<file path="config.mk">
export PLATFORM = sky130hd
export DESIGN_NAME = tfd_frame
export DESIGN_NICKNAME = d
export VERILOG_FILES = /design/src/rtl/tfd_pkg.sv /design/src/rtl/tfd_frame.sv
export SDC_FILE = /design/constraint.sdc
export NUM_CORES = 1
export LEC_CHECK = 0
export ABC_CLOCK_PERIOD_IN_PS = 4200
export BUFFER_PORTS_ARGS = -buffer_cell sky130_fd_sc_hd__buf_2
export CAP_MARGIN = 20
export CORE_MARGIN = 2
export CORE_UTILIZATION = 50
export CTS_BUF_LIST = sky130_fd_sc_hd__clkbuf_4
export CTS_CLUSTER_DIAMETER = 60
export CTS_CLUSTER_SIZE = 14
export DETAILED_ROUTE_END_ITERATION = 10
export GPL_TIMING_DRIVEN = 0
export PLACE_DENSITY = 0.64
export SETUP_SLACK_MARGIN = 0.05
export SKIP_CTS_REPAIR_TIMING = 1
export SLEW_MARGIN = 10
export SYNTH_ARGS = -nofsm -noshare
export SYNTH_HDL_FRONTEND = slang
export SYNTH_SLANG_ARGS = --single-unit
</file>
<file path="constraint.sdc">
create_clock -name clk_i -period 4.2 [get_ports clk_i]
set_input_delay 0.84 -clock clk_i [delete_from_list [all_inputs] [get_ports clk_i]]
set_output_delay 0.84 -clock clk_i [all_outputs]
set_load 0.05 [all_outputs]
</file>
<file path="src/rtl/tfd_pkg.sv">
// shared types, constants and helpers for the texel format decoder
package tfd_pkg;

  // palette geometry
  localparam int PAL_ENTRIES = 256;
  localparam int PAL_AW      = $clog2(PAL_ENTRIES);

  // image pixel counter width
  localparam int COUNT_BITS = 20;

  // field widths
  localparam int DIM_W      = 11;
  localparam int CFG_IDX_W  = 2;
  localparam int CFG_DATA_W = 11;
  localparam int PIX_IDX_W  = 3;
  localparam int HELD_W     = 24;
  localparam int WORD_W     = HELD_W + 8;

  // texel formats
  typedef enum logic [3:0] {
    FMT_RGBA16 = 4'd0,
    FMT_RGBA32 = 4'd1,
    FMT_IA16   = 4'd2,
    FMT_IA8    = 4'd3,
    FMT_IA4    = 4'd4,
    FMT_IA1    = 4'd5,
    FMT_I8     = 4'd6,
    FMT_I4     = 4'd7,
    FMT_CI8    = 4'd8
  } tex_fmt_e;

  // configuration register indexes
  typedef enum logic [CFG_IDX_W-1:0] {
    REG_FORMAT = 2'd0,
    REG_WIDTH  = 2'd1,
    REG_HEIGHT = 2'd2
  } cfg_reg_e;

  // input item operations
  typedef enum logic {
    OP_TEXEL   = 1'b0,
    OP_PALETTE = 1'b1
  } item_op_e;

  // one decoded pixel
  typedef struct packed {
    logic [7:0] red;
    logic [7:0] green;
    logic [7:0] blue;
    logic [7:0] alpha;
    logic       last;
  } pix_t;

  // 5-bit to 8-bit widening, v*255/31 truncated
  localparam logic [7:0] WIDEN5 [32] = '{
    8'd0,   8'd8,   8'd16,  8'd24,  8'd32,  8'd41,  8'd49,  8'd57,
    8'd65,  8'd74,  8'd82,  8'd90,  8'd98,  8'd106, 8'd115, 8'd123,
    8'd131, 8'd139, 8'd148, 8'd156, 8'd164, 8'd172, 8'd180, 8'd189,
    8'd197, 8'd205, 8'd213, 8'd222, 8'd230, 8'd238, 8'd246, 8'd255
  };

  // index of the final pixel a byte produces
  function automatic logic [PIX_IDX_W-1:0] pix_last(tex_fmt_e f);
    logic [PIX_IDX_W-1:0] r;
    unique case (f)
      FMT_IA4, FMT_I4: r = PIX_IDX_W'(1);
      FMT_IA1:         r = PIX_IDX_W'(7);
      default:         r = '0;
    endcase
    return r;
  endfunction

endpackage

</file>
<file path="src/rtl/tfd_frame.sv">
// image size register and pixel counter that flags the last pixel
module tfd_frame (
  input  logic                      clk_i,
  input  logic                      rst_ni,
  input  logic [tfd_pkg::DIM_W-1:0] width_i,
  input  logic [tfd_pkg::DIM_W-1:0] height_i,
  input  logic                      clear_i,
  input  logic                      step_i,
  output logic                      eoi_o
);
  import tfd_pkg::*;

  localparam int TOT_W  = COUNT_BITS + 1;
  localparam int PROD_W = 2 * DIM_W;
  localparam int CMP_W  = (PROD_W > TOT_W) ? PROD_W : TOT_W;
  localparam logic [CMP_W-1:0] LIMIT = CMP_W'(1) << COUNT_BITS;
  localparam logic [TOT_W-1:0] RESET_TOTAL = TOT_W'(1024);

  logic [PROD_W-1:0]     prod;
  logic [CMP_W-1:0]      prod_x;
  logic [TOT_W-1:0]      total_d, total_q;
  logic [COUNT_BITS-1:0] cnt_d, cnt_q;
  logic [TOT_W-1:0]      cnt_next;

  // saturated image size, zero read as one, registered off the multiplier
  assign prod   = PROD_W'(width_i) * PROD_W'(height_i);
  assign prod_x = CMP_W'(prod);
  always_comb begin
    priority if (prod_x > LIMIT) begin
      total_d = TOT_W'(LIMIT);
    end else if (prod_x == '0) begin
      total_d = TOT_W'(1);
    end else begin
      total_d = TOT_W'(prod_x);
    end
  end

  // end-of-image compare and counter update
  assign cnt_next = TOT_W'(cnt_q) + TOT_W'(1);
  assign eoi_o    = (cnt_next >= total_q);

  always_comb begin
    cnt_d = cnt_q;
    if (clear_i) begin
      cnt_d = '0;
    end else if (step_i) begin
      cnt_d = eoi_o ? '0 : cnt_next[COUNT_BITS-1:0];
    end
  end

  always_ff @(posedge clk_i or negedge rst_ni) begin
    if (!rst_ni) begin
      total_q <= RESET_TOTAL;
      cnt_q   <= '0;
    end else begin
      total_q <= total_d;
      cnt_q   <= cnt_d;
    end
  end

  // counter stays inside the image
  a_cnt_in_image: assert property (@(posedge clk_i) disable iff (!rst_ni)
    TOT_W'(cnt_q) < total_q)
    else $error("pixel counter reached image size");

endmodule

</file>
==> run metrics <==
DP Area 0.007363 sq mm; crit-path cells buf_2, buf_8, nand2_2, fa_2, fa_1, fa_1, inv_1, fa_1, fa_1, ha_4, a21o_4, a21o_4, o2bb2ai_4, o211a_1, or3_4, a2111oi_4, a22oi_2, buf_6, nor3_2; Post-Place Cells 946; Gate Count Post-Synth 744; Worst Path Arrival 6.04 ns; syn nets 932; Finished Core Util 0.6577; Max Clk Rate 0.1739 GHz; fin cells 1020; Synth Flop Type dfrtp_1; crit path capture type flop; fin crit period 5.749 ns; CTS buffer count 5; Nets 1031; clk buf depth 2; yosys warns 0; Design Power 0.006281 W; post-DP HPWL 11.83 mm; type of the worst min-delay path reg2reg; post-route clock skew 0.006876 ns; max-slew violations 0; Yosys reg bits 41; Leakage 4.337 nW; Starting Density 0.5062; failing checks negative setup slack; first-pass GRT wire length 25.31 mm; Clk Latency, worst-skew pair 0.36 ns; final setup TNS -30.33 ns; Die ar. 0.01424 sq mm; initial DRC count 241; reg2reg path depth 15; gr ovfl total 0; synthesized area per cell 8.938 sq um; H-Tree Depth 2; Worst IR Drop VDD 0.5222 mV; die height 119.3 microns; Hold Crit Depth 1; design area 0.008641 sq mm; ys async rst share 1.000; Worst path max stage delay 0.58 ns; Hold Fails Final Rpt 0; crit share post-route 1.369; initial antenna violation count 0; Yosys cell types 65; status finished with violations; WS Path Type in2reg; CTS sink cnt 41; Finish-stage setup viols 21; PwrDens 726.9 mW/mm^2; synthesized area 0.006650 sq mm; Met2 Wirelength 7.924 mm; register area share after synthesis 0.1545; met3 WL post-DR 653 microns; setup slack after layout -1.549 ns; Vias 5567; Met1 Routed Length 7.408 mm; most common cell after layout, fill and taps aside inv_1; I/O pin count 27; RSZ-0062 raised after global routing true; CTS root buf clkbuf_4; port bufs 26; share of cells above drive strength 1 0.2938; Setup crit start kind input port; drt via density 5.458; ANT cells 0; WL final 16.10 mm; Max transition margin 0.3995; DRT antenna net count 0; worst endpoint required time 4.49 ns; gr usage total 0.2138; CP max FO 9; Critical Path Slowest Stage Cell fa_2; Area Growth Syn to Fin 29.93%; Post-route DRC 0; largest net degree at the start of global routing 42; r2r setup slk 0.52 ns; core area 0.01314 sq mm; RePlAce Congestion 0.8618; Tightest Pin Transition 0.9008 ns; die width 119.3 microns; vias in the first global route 5444; Max Cap Viol 0; Worst-path clk slew 0.13 ns; most frequent CP cell fa_1; Max Used Layer met4; routed length per instance 15.78 microns; first drt pass iteration count 5; Post-synth EDFFs 0; row count 42; most frequent cells in the layout inv_1 (116), fa_1 (73), ha_1 (67), and2_1 (66), buf_4 (60); CTS tree built
## logic make-up (layout without fill, tap and decap cells)
kind of cell	Yosys count	in the layout	synth area share
xor gates and xnor gates	23	23	0.03029
muxes	2	2	0.003386
AOI/OAI and AO/OA	105	105	0.1182
DFF	41	41	0.1545
buffers and inverters	159	259	0.09313
and+or+nand+nor	252	252	0.2055
adders and majority gates	162	162	0.3951
## routing by layer
layer | global-route usage | vias to the layer above
li1 | - | 2634
met5 | 0 | -
met2 | 0.3617 | 108
met3 | 0.01724 | 10
met4 | 0.03309 | 0
met1 | 0.3070 | 2815
## metrics by stage
step	hold slack [ns]	worst slack [ns]
2_1_floorplan	0.5082	-1.604
3_3_place_gp	0.5258	-2.150
3_5_place_dp	0.5375	-2.189
4_1_cts	0.5702	-1.800
5_1_grt	0.5774	-1.737
6_report	0.5624	-1.549
## final timing paths
path | from | end
setup / recovery | width_i[5] | total_q[11]
min in group asynchronous | rst_ni | cnt_q[3]
hold reg to reg | cnt_q[2] | cnt_q[2]
hold / removal | cnt_q[2] | cnt_q[2]
max in group asynchronous | rst_ni | cnt_q[0]
setup reg to reg | cnt_q[1] | cnt_q[18]
## report_power, final
group / internal, W / switching (W)
Clock: 0.000184 / 0.000137
Combinational: 0.00265 / 0.00278
Sequential: 0.000498 / 0.0000242
Total: 0.00334 / 0.00295
## cell type report
type,instances,area (sq um)
well taps,176,220.2
repair buffers,95,822.0
inverters,125,469.2
clock buffers,5,37.54
multi-input cells,544,5609
flip-flops and latches,41,1028
plain buffers,31,389.1
fillers,1108,4497
clock inverters,3,65.06
## cell usage after synthesis, types with 11 or more instances
master / instances / area share
ha_1: 82 / 0.15
nand2_1: 73 / 0.041
xnor2_1: 12 / 0.016
o21ai_0: 13 / 0.0098
a21o_1: 15 / 0.017
a22o_1: 14 / 0.018
a21oi_1: 24 / 0.018
inv_1: 125 / 0.071
nor2_1: 21 / 0.012
xor2_1: 11 / 0.014
fa_1: 80 / 0.24
dfrtp_1: 40 / 0.15
nand3_1: 19 / 0.014
clkbuf_1: 27 / 0.015
and2_1: 72 / 0.068
and3_1: 11 / 0.010
## flip-flops by register name (all words and copies together), names as in the netlist
signal and flops:
cnt_q 20, total_q 21
## worst max-delay path: cells and delay by family
| family | cells | cell delay [ns] |
|---|---|---|
| AO/OA/AOI/OAI | 6 | 1.39 |
| buffers and inverters | 4 | 0.50 |
| adder cells (fa/ha/maj) | 6 | 2.77 |
| AND/OR/NAND/NOR | 3 | 0.53 |
No activity file was read; power rests on OpenSTA's default activity.
