$ cat src/rtl/tfd_pkg.sv
// shared types, constants and helpers for the texel format decoder
package tfd_pkg;

  // palette geometry
  localparam int PAL_ENTRIES = 256;
  localparam int PAL_AW      = $clog2(PAL_ENTRIES);

  // image pixel counter width
  localparam int COUNT_BITS = 20;

  // field widths
  localparam int DIM_W      = 11;
  localparam int CFG_IDX_W  = 2;
  localparam int CFG_DATA_W = 11;
  localparam int PIX_IDX_W  = 3;
  localparam int HELD_W     = 24;
  localparam int WORD_W     = HELD_W + 8;

  // texel formats
  typedef enum logic [3:0] {
    FMT_RGBA16 = 4'd0,
    FMT_RGBA32 = 4'd1,
    FMT_IA16   = 4'd2,
    FMT_IA8    = 4'd3,
    FMT_IA4    = 4'd4,
    FMT_IA1    = 4'd5,
    FMT_I8     = 4'd6,
    FMT_I4     = 4'd7,
    FMT_CI8    = 4'd8
  } tex_fmt_e;

  // configuration register indexes
  typedef enum logic [CFG_IDX_W-1:0] {
    REG_FORMAT = 2'd0,
    REG_WIDTH  = 2'd1,
    REG_HEIGHT = 2'd2
  } cfg_reg_e;

  // input item operations
  typedef enum logic {
    OP_TEXEL   = 1'b0,
    OP_PALETTE = 1'b1
  } item_op_e;

  // one decoded pixel
  typedef struct packed {
    logic [7:0] red;
    logic [7:0] green;
    logic [7:0] blue;
    logic [7:0] alpha;
    logic       last;
  } pix_t;

  // 5-bit to 8-bit widening, v*255/31 truncated
  localparam logic [7:0] WIDEN5 [32] = '{
    8'd0,   8'd8,   8'd16,  8'd24,  8'd32,  8'd41,  8'd49,  8'd57,
    8'd65,  8'd74,  8'd82,  8'd90,  8'd98,  8'd106, 8'd115, 8'd123,
    8'd131, 8'd139, 8'd148, 8'd156, 8'd164, 8'd172, 8'd180, 8'd189,
    8'd197, 8'd205, 8'd213, 8'd222, 8'd230, 8'd238, 8'd246, 8'd255
  };

  // index of the final pixel a byte produces
  function automatic logic [PIX_IDX_W-1:0] pix_last(tex_fmt_e f);
    logic [PIX_IDX_W-1:0] r;
    unique case (f)
      FMT_IA4, FMT_I4: r = PIX_IDX_W'(1);
      FMT_IA1:         r = PIX_IDX_W'(7);
      default:         r = '0;
    endcase
    return r;
  endfunction

endpackage

$ cat src/rtl/tfd_pixel.sv
// combinational decode of one pixel from a completed texel word
module tfd_pixel (
  input  tfd_pkg::tex_fmt_e              fmt_i,
  input  logic [tfd_pkg::WORD_W-1:0]     word_i,
  input  logic [15:0]                    pal_word_i,
  input  logic [tfd_pkg::PIX_IDX_W-1:0]  idx_i,
  output tfd_pkg::pix_t                  pix_o
);
  import tfd_pkg::*;

  logic [7:0]  byte_w;
  logic [3:0]  nib;
  logic [7:0]  nib_x11;
  logic [7:0]  nib_i3;
  logic [7:0]  nib_a1;
  logic [7:0]  bit_x;
  logic [15:0] w5551;

  // sub-byte selection: high nibble first, msb first for 1-bit
  assign byte_w  = word_i[7:0];
  assign nib     = idx_i[0] ? byte_w[3:0] : byte_w[7:4];
  assign nib_x11 = {nib, nib};
  assign nib_i3  = {nib[3:1], nib[3:1], 2'b00};
  assign nib_a1  = nib[0] ? 8'hFF : 8'h00;
  assign bit_x   = byte_w[~idx_i] ? 8'hFF : 8'h00;
  assign w5551   = (fmt_i == FMT_CI8) ? pal_word_i : word_i[15:0];

  // per-format channel mapping
  always_comb begin
    pix_o      = '0;
    pix_o.last = (idx_i == pix_last(fmt_i));
    unique case (fmt_i)
      FMT_RGBA16, FMT_CI8: begin
        pix_o.red   = WIDEN5[w5551[15:11]];
        pix_o.green = WIDEN5[w5551[10:6]];
        pix_o.blue  = WIDEN5[w5551[5:1]];
        pix_o.alpha = w5551[0] ? 8'hFF : 8'h00;
      end
      FMT_RGBA32: begin
        pix_o.red   = word_i[31:24];
        pix_o.green = word_i[23:16];
        pix_o.blue  = word_i[15:8];
        pix_o.alpha = word_i[7:0];
      end
      FMT_IA16: begin
        pix_o.red   = word_i[15:8];
        pix_o.green = word_i[15:8];
        pix_o.blue  = word_i[15:8];
        pix_o.alpha = word_i[7:0];
      end
      FMT_IA8: begin
        pix_o.red   = {byte_w[7:4], byte_w[7:4]};
        pix_o.green = {byte_w[7:4], byte_w[7:4]};
        pix_o.blue  = {byte_w[7:4], byte_w[7:4]};
        pix_o.alpha = {byte_w[3:0], byte_w[3:0]};
      end
      FMT_IA4: begin
        pix_o.red   = nib_i3;
        pix_o.green = nib_i3;
        pix_o.blue  = nib_i3;
        pix_o.alpha = nib_a1;
      end
      FMT_IA1: begin
        pix_o.red   = bit_x;
        pix_o.green = bit_x;
        pix_o.blue  = bit_x;
        pix_o.alpha = bit_x;
      end
      FMT_I8: begin
        pix_o.red   = byte_w;
        pix_o.green = byte_w;
        pix_o.blue  = byte_w;
        pix_o.alpha = 8'hFF;
      end
      FMT_I4: begin
        pix_o.red   = nib_x11;
        pix_o.green = nib_x11;
        pix_o.blue  = nib_x11;
        pix_o.alpha = 8'hFF;
      end
      default: begin
        pix_o = '0;
      end
    endcase
  end

endmodule

$ cat config.mk
export PLATFORM = sky130hd
export DESIGN_NAME = tfd_pixel
export DESIGN_NICKNAME = d
export VERILOG_FILES = /design/src/rtl/tfd_pkg.sv /design/src/rtl/tfd_pixel.sv
export SDC_FILE = /design/constraint.sdc
export NUM_CORES = 1
export LEC_CHECK = 0
export ABC_AREA = 1
export BUFFER_PORTS_ARGS = -buffer_cell sky130_fd_sc_hd__buf_2
export CAP_MARGIN = 20
export CORE_MARGIN = 3
export CORE_UTILIZATION = 48
export DETAILED_ROUTE_END_ITERATION = 12
export GPL_TIMING_DRIVEN = 0
export PLACE_DENSITY = 0.89
export SETUP_SLACK_MARGIN = 0.5
export SYNTH_ARGS = -nofsm -noshare
export SYNTH_HDL_FRONTEND = slang
export SYNTH_SLANG_ARGS = --single-unit
$ cat constraint.sdc
create_clock -name vclk -period 2.29
set_input_delay 0.458 -clock vclk [all_inputs]
set_output_delay 0.458 -clock vclk [all_outputs]
set_load 0.05 [all_outputs]
==> metrics.txt, run 1 <==
status aborted with a tool error; Stop stage 4_1_cts; Log Error [ERROR DPL-0038] Utilization greater than 100%, impossible to legalize; top cells by area, synth nand2_1 (28%), inv_1 (13%), nand3_1 (11%); post-synth top area cell nand2_1; Mapped Cells 350; Chip Width 63.9 um; Syn Std Cell Area 1610 sq um; count leader, synth nand2_1; Synth warnings 0; number of cell rows 20; Avg Inst Size Synth 4.59 sq um; Die Height 63.9 um; initial core utilization 0.514; syn_nets 405; dpl cells 482; CTS resizes 148; io pins 88; Post-synth top cells nand2_1 (118), inv_1 (56), nor2_1 (44); DP Wirelength 5900 um; Synth top area share 0.276; Post-Place Cell Area 2500 sq um; sequential share of the synthesized area 0; hold_buf cts 0; Netlist cell types 26; dpl ws -0.285 ns; GPL Wtd Cong 1.02; post-CTS setup buffer count 12; Port Buffers 88
[kinds of logic after synthesis]
logic type,after synthesis,synth area share
AOI/OAI and AO/OA,65,0.247
xor gates and xnor gates,1,0.00545
buffers and inverters,65,0.166
and+or+nand+nor,219,0.582
[stage by stage]
stage / utilization / hold slack, ns
detailed placement: 0.801 / 1.36
global placement: 0.801 / 1.35
floorplan: - / 1.11
==> run 2, diff against run 1 <==
--- a/config.mk
+++ b/config.mk
@@ -9,11 +9,10 @@
 export BUFFER_PORTS_ARGS = -buffer_cell sky130_fd_sc_hd__buf_2
 export CAP_MARGIN = 20
 export CORE_MARGIN = 3
-export CORE_UTILIZATION = 48
+export CORE_UTILIZATION = 40
 export DETAILED_ROUTE_END_ITERATION = 12
 export GPL_TIMING_DRIVEN = 0
-export PLACE_DENSITY = 0.89
-export SETUP_SLACK_MARGIN = 0.5
+export PLACE_DENSITY_LB_ADDON = 0.15
 export SYNTH_ARGS = -nofsm -noshare
 export SYNTH_HDL_FRONTEND = slang
 export SYNTH_SLANG_ARGS = --single-unit
==> metrics.txt, run 2 <==
status complete, but fails checks (was aborted with a tool error); failing checks setup timing; Post-synth top cells nand2_1 (118), inv_1 (56), nor2_1 (44) (unchanged); Syn Std Cell Area 1610 sq um (unchanged); most common cell after layout, fill and taps aside nand2_1; grt total ovfl 0; clk_buf instances 0; Setup crit end kind primary output; setup tns final -1.35 ns; First-pass DRT Iterations 5; # setup viols final 31; worst-path maximum fanout 5; hold_buf cts 0 (unchanged); pwr dens 301 nW/um^2; FF+latch area 0 sq um; Critical Path RT 1.83 ns; Arr. time, crit path 1.94 ns; largest net degree at the start of global routing 11; Area Overhead vs Synth 73.2%; post-synth top area cell nand2_1 (unchanged); Routed Antenna Nets 0; first-pass GRT wire length 11500 um; io pins 88 (unchanged); Core Region 3770 sq um; Final period util 1.05; final hold violations 0; Mapped Cells 350 (unchanged); share of layout cells above drive strength 1 0.432; sequential share of the synthesized area 0 (unchanged); GPL Wtd Cong 0.977 (was 1.02); Tot Pwr 0.839 mW; DR WL/cell 15.5 um; Worst Hold Class input port to primary output; FF+latch count 0; Max transition margin 0.683; Worst Slack Setup Final -0.109 ns; count leader, synth nand2_1 (unchanged); Synth top area share 0.276 (unchanged); LEAKAGE 1.59 nW; initial core utilization 0.426 (was 0.514); number of cell rows 22 (was 20); GRT Overall Usage 0.280; vias in the first global route 2476; RSZ-0062 raised after global routing true; Critical Path Start Type input port; VDD IR max 0.258 mV; DR vias/cell 5.59; Port Buffers 88 (unchanged); Netlist cell types 26 (unchanged); die area 4810 sq um; Post-Place Cell Area 2120 sq um (was 2500 sq um); Avg Inst Size Synth 4.59 sq um (unchanged); Max Clk Rate 417 MHz; final instance area 2780 sq um; dpl cells 486 (was 482); Tmin final 2.40 ns; nets 504; Synth warnings 0 (unchanged); top cells by area, synth nand2_1 (28%), inv_1 (13%), nand3_1 (11%) (unchanged); critical path type input port to primary output; Routed Wire Length 7680 um; # diodes 0; fin. max-slew vios 0; Final Instance Count excl. Fillers 495; Die Height 69.4 um (was 63.9 um); commonest non-fill, non-tap cells in the layout nand2_1 (102), buf_2 (52), inv_1 (45), buf_6 (27), nor2_1 (25); Worst Tran Pin Value 0.476 ns; via count 2769; initial antenna violation count 0; Max-cap violations 0; First DRT Iteration DRCs 291; Chip Width 69.4 um (was 63.9 um); syn_nets 405 (unchanged); DRC 0; DP Wirelength 5570 um (was 5900 um)
==> run 2: cell counts after synthesis <==
No cell type changed its count.
==> run 2: stage by stage <==
step / hold WS, ns / util / worst slack (ns)
2_1_floorplan: 1.24 / - / 0.00846
3_3_place_gp: 1.35 / 0.563 / -0.484
3_5_place_dp: 1.36 / 0.563 / -0.485
4_1_cts: 1.29 / 0.644 / -0.0294
5_1_grt: 1.30 / 0.738 / -0.184
6_report: 1.28 / 0.738 / -0.109
==> run 2: report_power, final <==
| part | internal, mW | switching, mW | leakage (nW) |
|---|---|---|---|
| clock network | 0 | 0 | 0 |
| registers | 0 | 0 | 0 |
| logic | 0.289 | 0.550 | 1.59 |
==> run 2: worst paths after layout <==
| path | slack [ns] | from | cells after the start | endpoint |
|---|---|---|---|---|
| worst max-delay path | -0.11 | fmt_i[1] | 12 | pix_o[9] |
| worst min-delay path | 1.28 | word_i[21] | 4 | pix_o[22] |
==> run 2: what timing repair did <==
action,CTS,global route
resized for setup,90,95
cloned,0,1
endpoints found under the setup margin,32,32
pin swaps,5,25
buffers inserted,3,5
==> run 2: cell families after synthesis <==
| family | after synthesis | synth area share |
|---|---|---|
| compound gates | 65 | 0.247 |
| simple gates | 219 | 0.582 |
| xor+xnor | 1 | 0.00545 |
| buf+inv | 65 | 0.166 |
==> run 2: metal layers <==
| metal | GRT usage | part of all wire | up-vias |
|---|---|---|---|
| met3 | 0.0507 | 0.11 | 26 |
| met2 | 0.467 | 0.46 | 175 |
| met5 | 0 | 0 | - |
| li1 | - | - | 1338 |
| met1 | 0.372 | 0.40 | 1230 |
| met4 | 0.0629 | 0.031 | 0 |
==> run 2: layout make-up <==
cell class / instances / area [sq um]
multi-input cells: 285 / 1690
fillers: 327 / 988
repair buffers: 97 / 739
inverters: 58 / 223
plain buffers: 7 / 67.6
well taps: 48 / 60.1
==> run 2: critical path: stages <==
cell and delay (ns):
buf_8 0.11, nor2_4 0.20, nand2_4 0.13, buf_12 0.17, o21ai_4 0.21, nand3_2 0.13
nand2_1 0.08, nand2_1 0.07, nand3_2 0.07, nand2_1 0.06, nand2_1 0.08, buf_6 0.16
Note: power is estimated with default switching activity, not from simulation.
==> run 3, diff against run 2 <==
--- a/config.mk
+++ b/config.mk
@@ -8,11 +8,13 @@
 export ABC_AREA = 1
 export BUFFER_PORTS_ARGS = -buffer_cell sky130_fd_sc_hd__buf_2
 export CAP_MARGIN = 20
+export CELL_PAD_IN_SITES_DETAIL_PLACEMENT = 1
+export CELL_PAD_IN_SITES_GLOBAL_PLACEMENT = 2
 export CORE_MARGIN = 3
-export CORE_UTILIZATION = 40
+export CORE_UTILIZATION = 20
 export DETAILED_ROUTE_END_ITERATION = 12
-export GPL_TIMING_DRIVEN = 0
 export PLACE_DENSITY_LB_ADDON = 0.15
+export SKIP_LAST_GASP = 1
 export SYNTH_ARGS = -nofsm -noshare
 export SYNTH_HDL_FRONTEND = slang
 export SYNTH_SLANG_ARGS = --single-unit
==> metrics.txt, run 3 (synthesized netlist as in run 2, its figures left out) <==
final hold violations 0 (unchanged); via count 2949 (was 2769); filler instances 1094 (was 327); RSZ-0062 raised after global routing true (unchanged); number of cell rows 32 (was 22); Area Overhead vs Synth 112% (was 73.2%); Chip Width 95.6 um (was 69.4 um); nets 571 (was 504); initial core utilization 0.207 (was 0.426); DP Wirelength 7800 um (was 5570 um); GRT Overall Usage 0.209 (was 0.280); Die Height 95.6 um (was 69.4 um); setup tns final -0.203 ns (was -1.35 ns); io pins 88 (unchanged); Routed Antenna Nets 0 (unchanged); Critical Path RT 1.83 ns (about the same); Core Region 7770 sq um (was 3770 sq um); Critical Path Start Type input port (unchanged); status complete, but fails checks (unchanged); fin. max-slew vios 0 (unchanged); critical path type input port to primary output (unchanged); hold_buf cts 0 (unchanged); FF+latch area 0 sq um (unchanged); GPL Wtd Cong 0.885 (was 0.977); Max Clk Rate 429 MHz (was 417 MHz); share of layout cells above drive strength 1 0.488 (was 0.432); Worst Hold Class input port to primary output (unchanged); failing checks setup timing (unchanged); VDD IR max 0.145 mV (was 0.258 mV); Max transition margin 0.787 (was 0.683); FF+latch count 0 (unchanged); LEAKAGE 1.86 nW (was 1.59 nW); most common cell after layout, fill and taps aside nand2_1 (unchanged); Routed Wire Length 10000 um (was 7680 um); largest net degree at the start of global routing 16 (was 11); die area 9140 sq um (was 4810 sq um); DR vias/cell 4.79 (was 5.59); slowest CP cell o21ai_4 (unchanged); First DRT Iteration DRCs 160 (was 291); worst-path maximum fanout 8 (was 5); first-pass GRT wire length 15000 um (was 11500 um); Tmin final 2.33 ns (was 2.40 ns); Max-cap violations 0 (unchanged); DRC 0 (unchanged); initial antenna violation count 0 (unchanged); # diodes 0 (unchanged); Worst Tran Pin Value 0.318 ns (was 0.476 ns); commonest non-fill, non-tap cells in the layout nand2_1 (102), buf_4 (74), buf_2 (51), inv_1 (49), buf_6 (35) (was nand2_1 (102), buf_2 (52), inv_1 (45), buf_6 (27), nor2_1 (25)); clk_buf instances 0 (unchanged); Setup crit end kind primary output (unchanged); grt total ovfl 0 (unchanged); pwr dens 277 nW/um^2 (was 301 nW/um^2); First-pass DRT Iterations 4 (was 5); vias in the first global route 3037 (was 2476); Arr. time, crit path 1.87 ns (was 1.94 ns); Critical Path Max Stage Delay 0.24 ns (was 0.21 ns); DR WL/cell 16.3 um (was 15.5 um); Port Buffers 88 (unchanged); Worst Slack Setup Final -0.0408 ns (was -0.109 ns); fin util 0.439 (was 0.738); crit path cell chain buf_8 -> nor2_4 -> buf_12 -> nand2_8 -> o21ai_4 -> nor2_4 -> buf_6 -> a211oi_2 -> nand3_1 -> buf_6 (was buf_8 -> nor2_4 -> nand2_4 -> buf_12 -> o21ai_4 -> nand3_2 -> nand2_1 -> nand2_1 -> nand3_2 -> nand2_1 -> nand2_1 -> buf_6); Final period util 1.02 (was 1.05); # setup viols final 9 (was 31)
-- run 3: cell count changes in the layout (fill, tap and decap cells not counted), sizes merged --
cell / delta
buf: +66
nand2: +3
clkbuf: -2
-- run 3: layer usage --
layer  wire, um  GRT usage
met3        495     0.0166
met4        114     0.0391
met2       4910      0.367
met5          0          0
met1       4510      0.279
-- run 3: area by class of cell --
| class | instances | area, sq um | share of cell area |
|---|---|---|---|
| timing repair buffer | 168 | 1340 | 0.394 |
| tap | 102 | 128 | 0.0374 |
| multi-input combinational | 288 | 1720 | 0.503 |
| inverter | 58 | 223 | 0.0653 |
-- run 3: path summary, 6_finish.rpt --
kind / startpoint / to / slack [ns] / cells past startpoint
worst max-delay path: fmt_i[0] / pix_o[15] / -0.04 / 10
worst min-delay path: word_i[27] / pix_o[28] / 1.28 / 4
-- run 3: repair_timing --
item,4_1_cts,5_1_grt
gates cloned,2,1
pin swaps,17,20
endpoints found under the hold margin,0,0
setup buffers,8,4
setup endpoints to repair,33,32
resized for setup,101,74
-- run 3: worst max-delay path: cells and delay by family --
family / cells / cell delay [ns]
buffers and inverters: 4 / 0.54
AND/OR/NAND/NOR: 4 / 0.42
AO/OA/AOI/OAI: 2 / 0.42
-- run 3: where the power goes --
group	total [mW]	switching, mW	internal [mW]
Clock	0	0	0
Combinational	0.943	0.583	0.360
Sequential	0	0	0
-- run 3: through the flow --
step           instance area [sq um]  cells  total power, mW  worst slack [ns]  hold slack [ns]
2_1_floorplan                   1620    350            0.465           0.00846             1.24
3_3_place_gp                    2660    601            0.736            -0.329             1.36
3_5_place_dp                    2660    601            0.743            -0.321             1.36
4_1_cts                         3130    611            0.874           -0.0219             1.29
5_1_grt                         3410    616             1.00            -0.159             1.31
6_report                        3410    616            0.943           -0.0408             1.28
==> run 4, diff against run 3 <==
--- a/config.mk
+++ b/config.mk
@@ -5,13 +5,13 @@
 export SDC_FILE = /design/constraint.sdc
 export NUM_CORES = 1
 export LEC_CHECK = 0
-export ABC_AREA = 1
+export ABC_AREA = 0
 export BUFFER_PORTS_ARGS = -buffer_cell sky130_fd_sc_hd__buf_2
 export CAP_MARGIN = 20
 export CELL_PAD_IN_SITES_DETAIL_PLACEMENT = 1
 export CELL_PAD_IN_SITES_GLOBAL_PLACEMENT = 2
 export CORE_MARGIN = 3
-export CORE_UTILIZATION = 20
+export CORE_UTILIZATION = 23
 export DETAILED_ROUTE_END_ITERATION = 12
 export PLACE_DENSITY_LB_ADDON = 0.15
 export SKIP_LAST_GASP = 1
==> metrics.txt, run 4 <==
status complete, but fails checks (unchanged); failing checks setup timing (unchanged); Critical Path Max Stage Delay 0.60 ns (was 0.24 ns); First-pass DRT Iterations 4 (unchanged); syn_nets 310 (was 405); Core Region 6870 sq um (was 7770 sq um); die area 8190 sq um (was 9140 sq um); GPL Wtd Cong 0.881 (was 0.885); # setup viols final 33 (was 9); Max Clk Rate 379 MHz (was 429 MHz); Routed Wire Length 9420 um (was 10000 um); initial antenna violation count 0 (unchanged); VDD IR max 0.122 mV (was 0.145 mV); fin util 0.510 (was 0.439); post-synthesis xor/xnor area fraction 0.00534 (was 0.00545); vias in the first global route 2895 (was 3037); Critical Path Start Type input port (unchanged); sequential share of power 0 (about the same); critical path type input port to primary output (unchanged); Worst Tran Pin Value 0.456 ns (was 0.318 ns); Max-cap violations 0 (unchanged); post-synth top area cell mux2i_1 (was nand2_1); sequential share of the synthesized area 0 (unchanged); DP Wirelength 7540 um (was 7800 um); Arr. time, crit path 2.18 ns (was 1.87 ns); DR vias/cell 5.36 (was 4.79); number of cell rows 30 (was 32); switching pwr 0.546 mW (was 0.583 mW); hold_buf cts 0 (unchanged); Worst Slack Setup Final -0.347 ns (was -0.0408 ns); Mapped Cells 255 (was 350); Synth top area share 0.0976 (was 0.276); grt total ovfl 0 (unchanged); LEAKAGE 1.64 nW (was 1.86 nW); Chip Width 90.5 um (was 95.6 um); top cells by area, synth mux2i_1 (9.8%), nand2_1 (7.3%), o211ai_1 (5.5%) (was nand2_1 (28%), inv_1 (13%), nand3_1 (11%)); initial core utilization 0.239 (was 0.207); Top cell by count, worst path buf_8; # diodes 0 (unchanged); Clock Power Share 0 (about the same); post-synthesis mux area share 0.148 (was 0); hold_sp word_i[30] (was word_i[27]); Netlist cell types 54 (was 26); Post-synth top cells nand2_1 (32), nor2_1 (18), a21oi_1 (17) (was nand2_1 (118), inv_1 (56), nor2_1 (44)); Tmin final 2.64 ns (was 2.33 ns); largest net degree at the start of global routing 15 (was 16); crit path cell chain buf_8 -> or4b_4 -> mux2_4 -> nand2_2 -> a31oi_1 -> a2111o_2 -> buf_8 (was buf_8 -> nor2_4 -> buf_12 -> nand2_8 -> o21ai_4 -> nor2_4 -> buf_6 -> a211oi_2 -> nand3_1 -> buf_6); most common cell after layout, fill and taps aside buf_4 (was nand2_1); nets 468 (was 571); Synth Area in Simple Gates 0.338 (was 0.582); DRC 0 (unchanged); slowest CP cell or4b_4 (was o21ai_4); count leader, synth nand2_1 (unchanged); FF+latch count 0 (unchanged); sw frac 0.569 (was 0.618); largest family of logic cells by synthesized area compound AO/OA/AOI/OAI gates (was simple AND/OR/NAND/NOR gates); RSZ-0062 raised after global routing true (unchanged); Internal Power 0.414 mW (was 0.360 mW); worst-path maximum fanout 4 (was 8); post-synthesis adder-cell area fraction 0.0244 (was 0); Worst Hold Class input port to primary output (unchanged); Setup crit end kind primary output (unchanged); Comb pwr share 1.000 (about the same); FF+latch area 0 sq um (unchanged); Critical Path Start fmt_i[2] (was fmt_i[0]); via count 2718 (was 2949); Final period util 1.15 (was 1.02); Syn Std Cell Area 1640 sq um (was 1610 sq um); Hold Worst Slack 1.28 ns (about the same); commonest non-fill, non-tap cells in the layout buf_4 (76), buf_2 (50), buf_6 (35), nand2_1 (27), nor2_1 (17) (was nand2_1 (102), buf_4 (74), buf_2 (51), inv_1 (49), buf_6 (35)); clk_buf instances 0 (unchanged); hold path depth 4 (unchanged); post-synthesis compound-gate area fraction 0.411 (was 0.247); final hold violations 0 (unchanged); Port Buffers 88 (unchanged); share of layout cells above drive strength 1 0.574 (was 0.488); Max transition margin 0.696 (was 0.787); Synth warnings 0 (unchanged); Area Overhead vs Synth 113% (was 112%); Avg Inst Size Synth 6.44 sq um (was 4.59 sq um); fin. max-slew vios 0 (unchanged); Critical Path RT 1.83 ns (about the same); Routed Antenna Nets 0 (unchanged); io pins 88 (unchanged); First DRT Iteration DRCs 97 (was 160); first-pass GRT wire length 15100 um (was 15000 um); pwr dens 274 nW/um^2 (was 277 nW/um^2); GRT Overall Usage 0.223 (was 0.209); DR WL/cell 18.6 um (was 16.3 um); Die Height 90.5 um (was 95.6 um)
## run 4: metrics by stage
step	setup TNS (ns)	power (mW)	setup slack, ns	instance area, sq um	cells
after floorplan	-4.17	0.524	-0.304	1960	255
after global placement	-12.25	0.806	-0.460	3030	501
after detailed placement	-12.80	0.818	-0.489	3030	501
after CTS	-7.21	0.940	-0.337	3390	504
after global routing	-9.70	1.01	-0.407	3500	507
final	-7.57	0.961	-0.347	3500	507
## run 4: path summary, 6_finish.rpt
kind and endpoint:
max pix_o[10], min pix_o[31]
## run 4: final cells by class
type	instances	area, sq um
Timing Repair Buffer	175	1440
Inverter	11	42.5
Multi-Input combinational cell	225	1900
Fill cell	866	3370
Tap cell	96	120
## run 4: logic make-up after synthesis
kind of cell	count (synthesis)
xor gates and xnor gates	1
and+or+nand+nor	107
AOI/OAI and AO/OA	91
muxes	22
adders and majority gates	4
buffers and inverters	30
## run 4: critical path: cells and delay by family
kind	cells	cell delay, ns
buffers and inverters	2	0.26
muxes	1	0.34
and+or+nand+nor	2	0.66
AOI/OAI and AO/OA	2	0.44
## run 4: per-layer routing
metal	up-vias	global-route usage	routed length [um]	part of all wire
met5	-	0	0	0
met4	0	0.0344	192	0.020
met3	18	0.00917	189	0.020
met2	54	0.405	4830	0.51
met1	1345	0.295	4210	0.45
li1	1301	-	-	-
## run 4: power groups by stage
stage,clock network (mW),logic [mW],registers [mW]
6_report,0,0.961,0
5_1_grt,0,1.01,0
2_1_floorplan,0,0.524,0
4_1_cts,0,0.940,0
3_5_place_dp,0,0.818,0
3_3_place_gp,0,0.806,0
## run 4: timing repair
| item | CTS | global route |
|---|---|---|
| setup endpoints to repair | 33 | 33 |
| pin swaps | 25 | 14 |
| setup buffers | 3 | 5 |
| gates resized for setup | 99 | 19 |
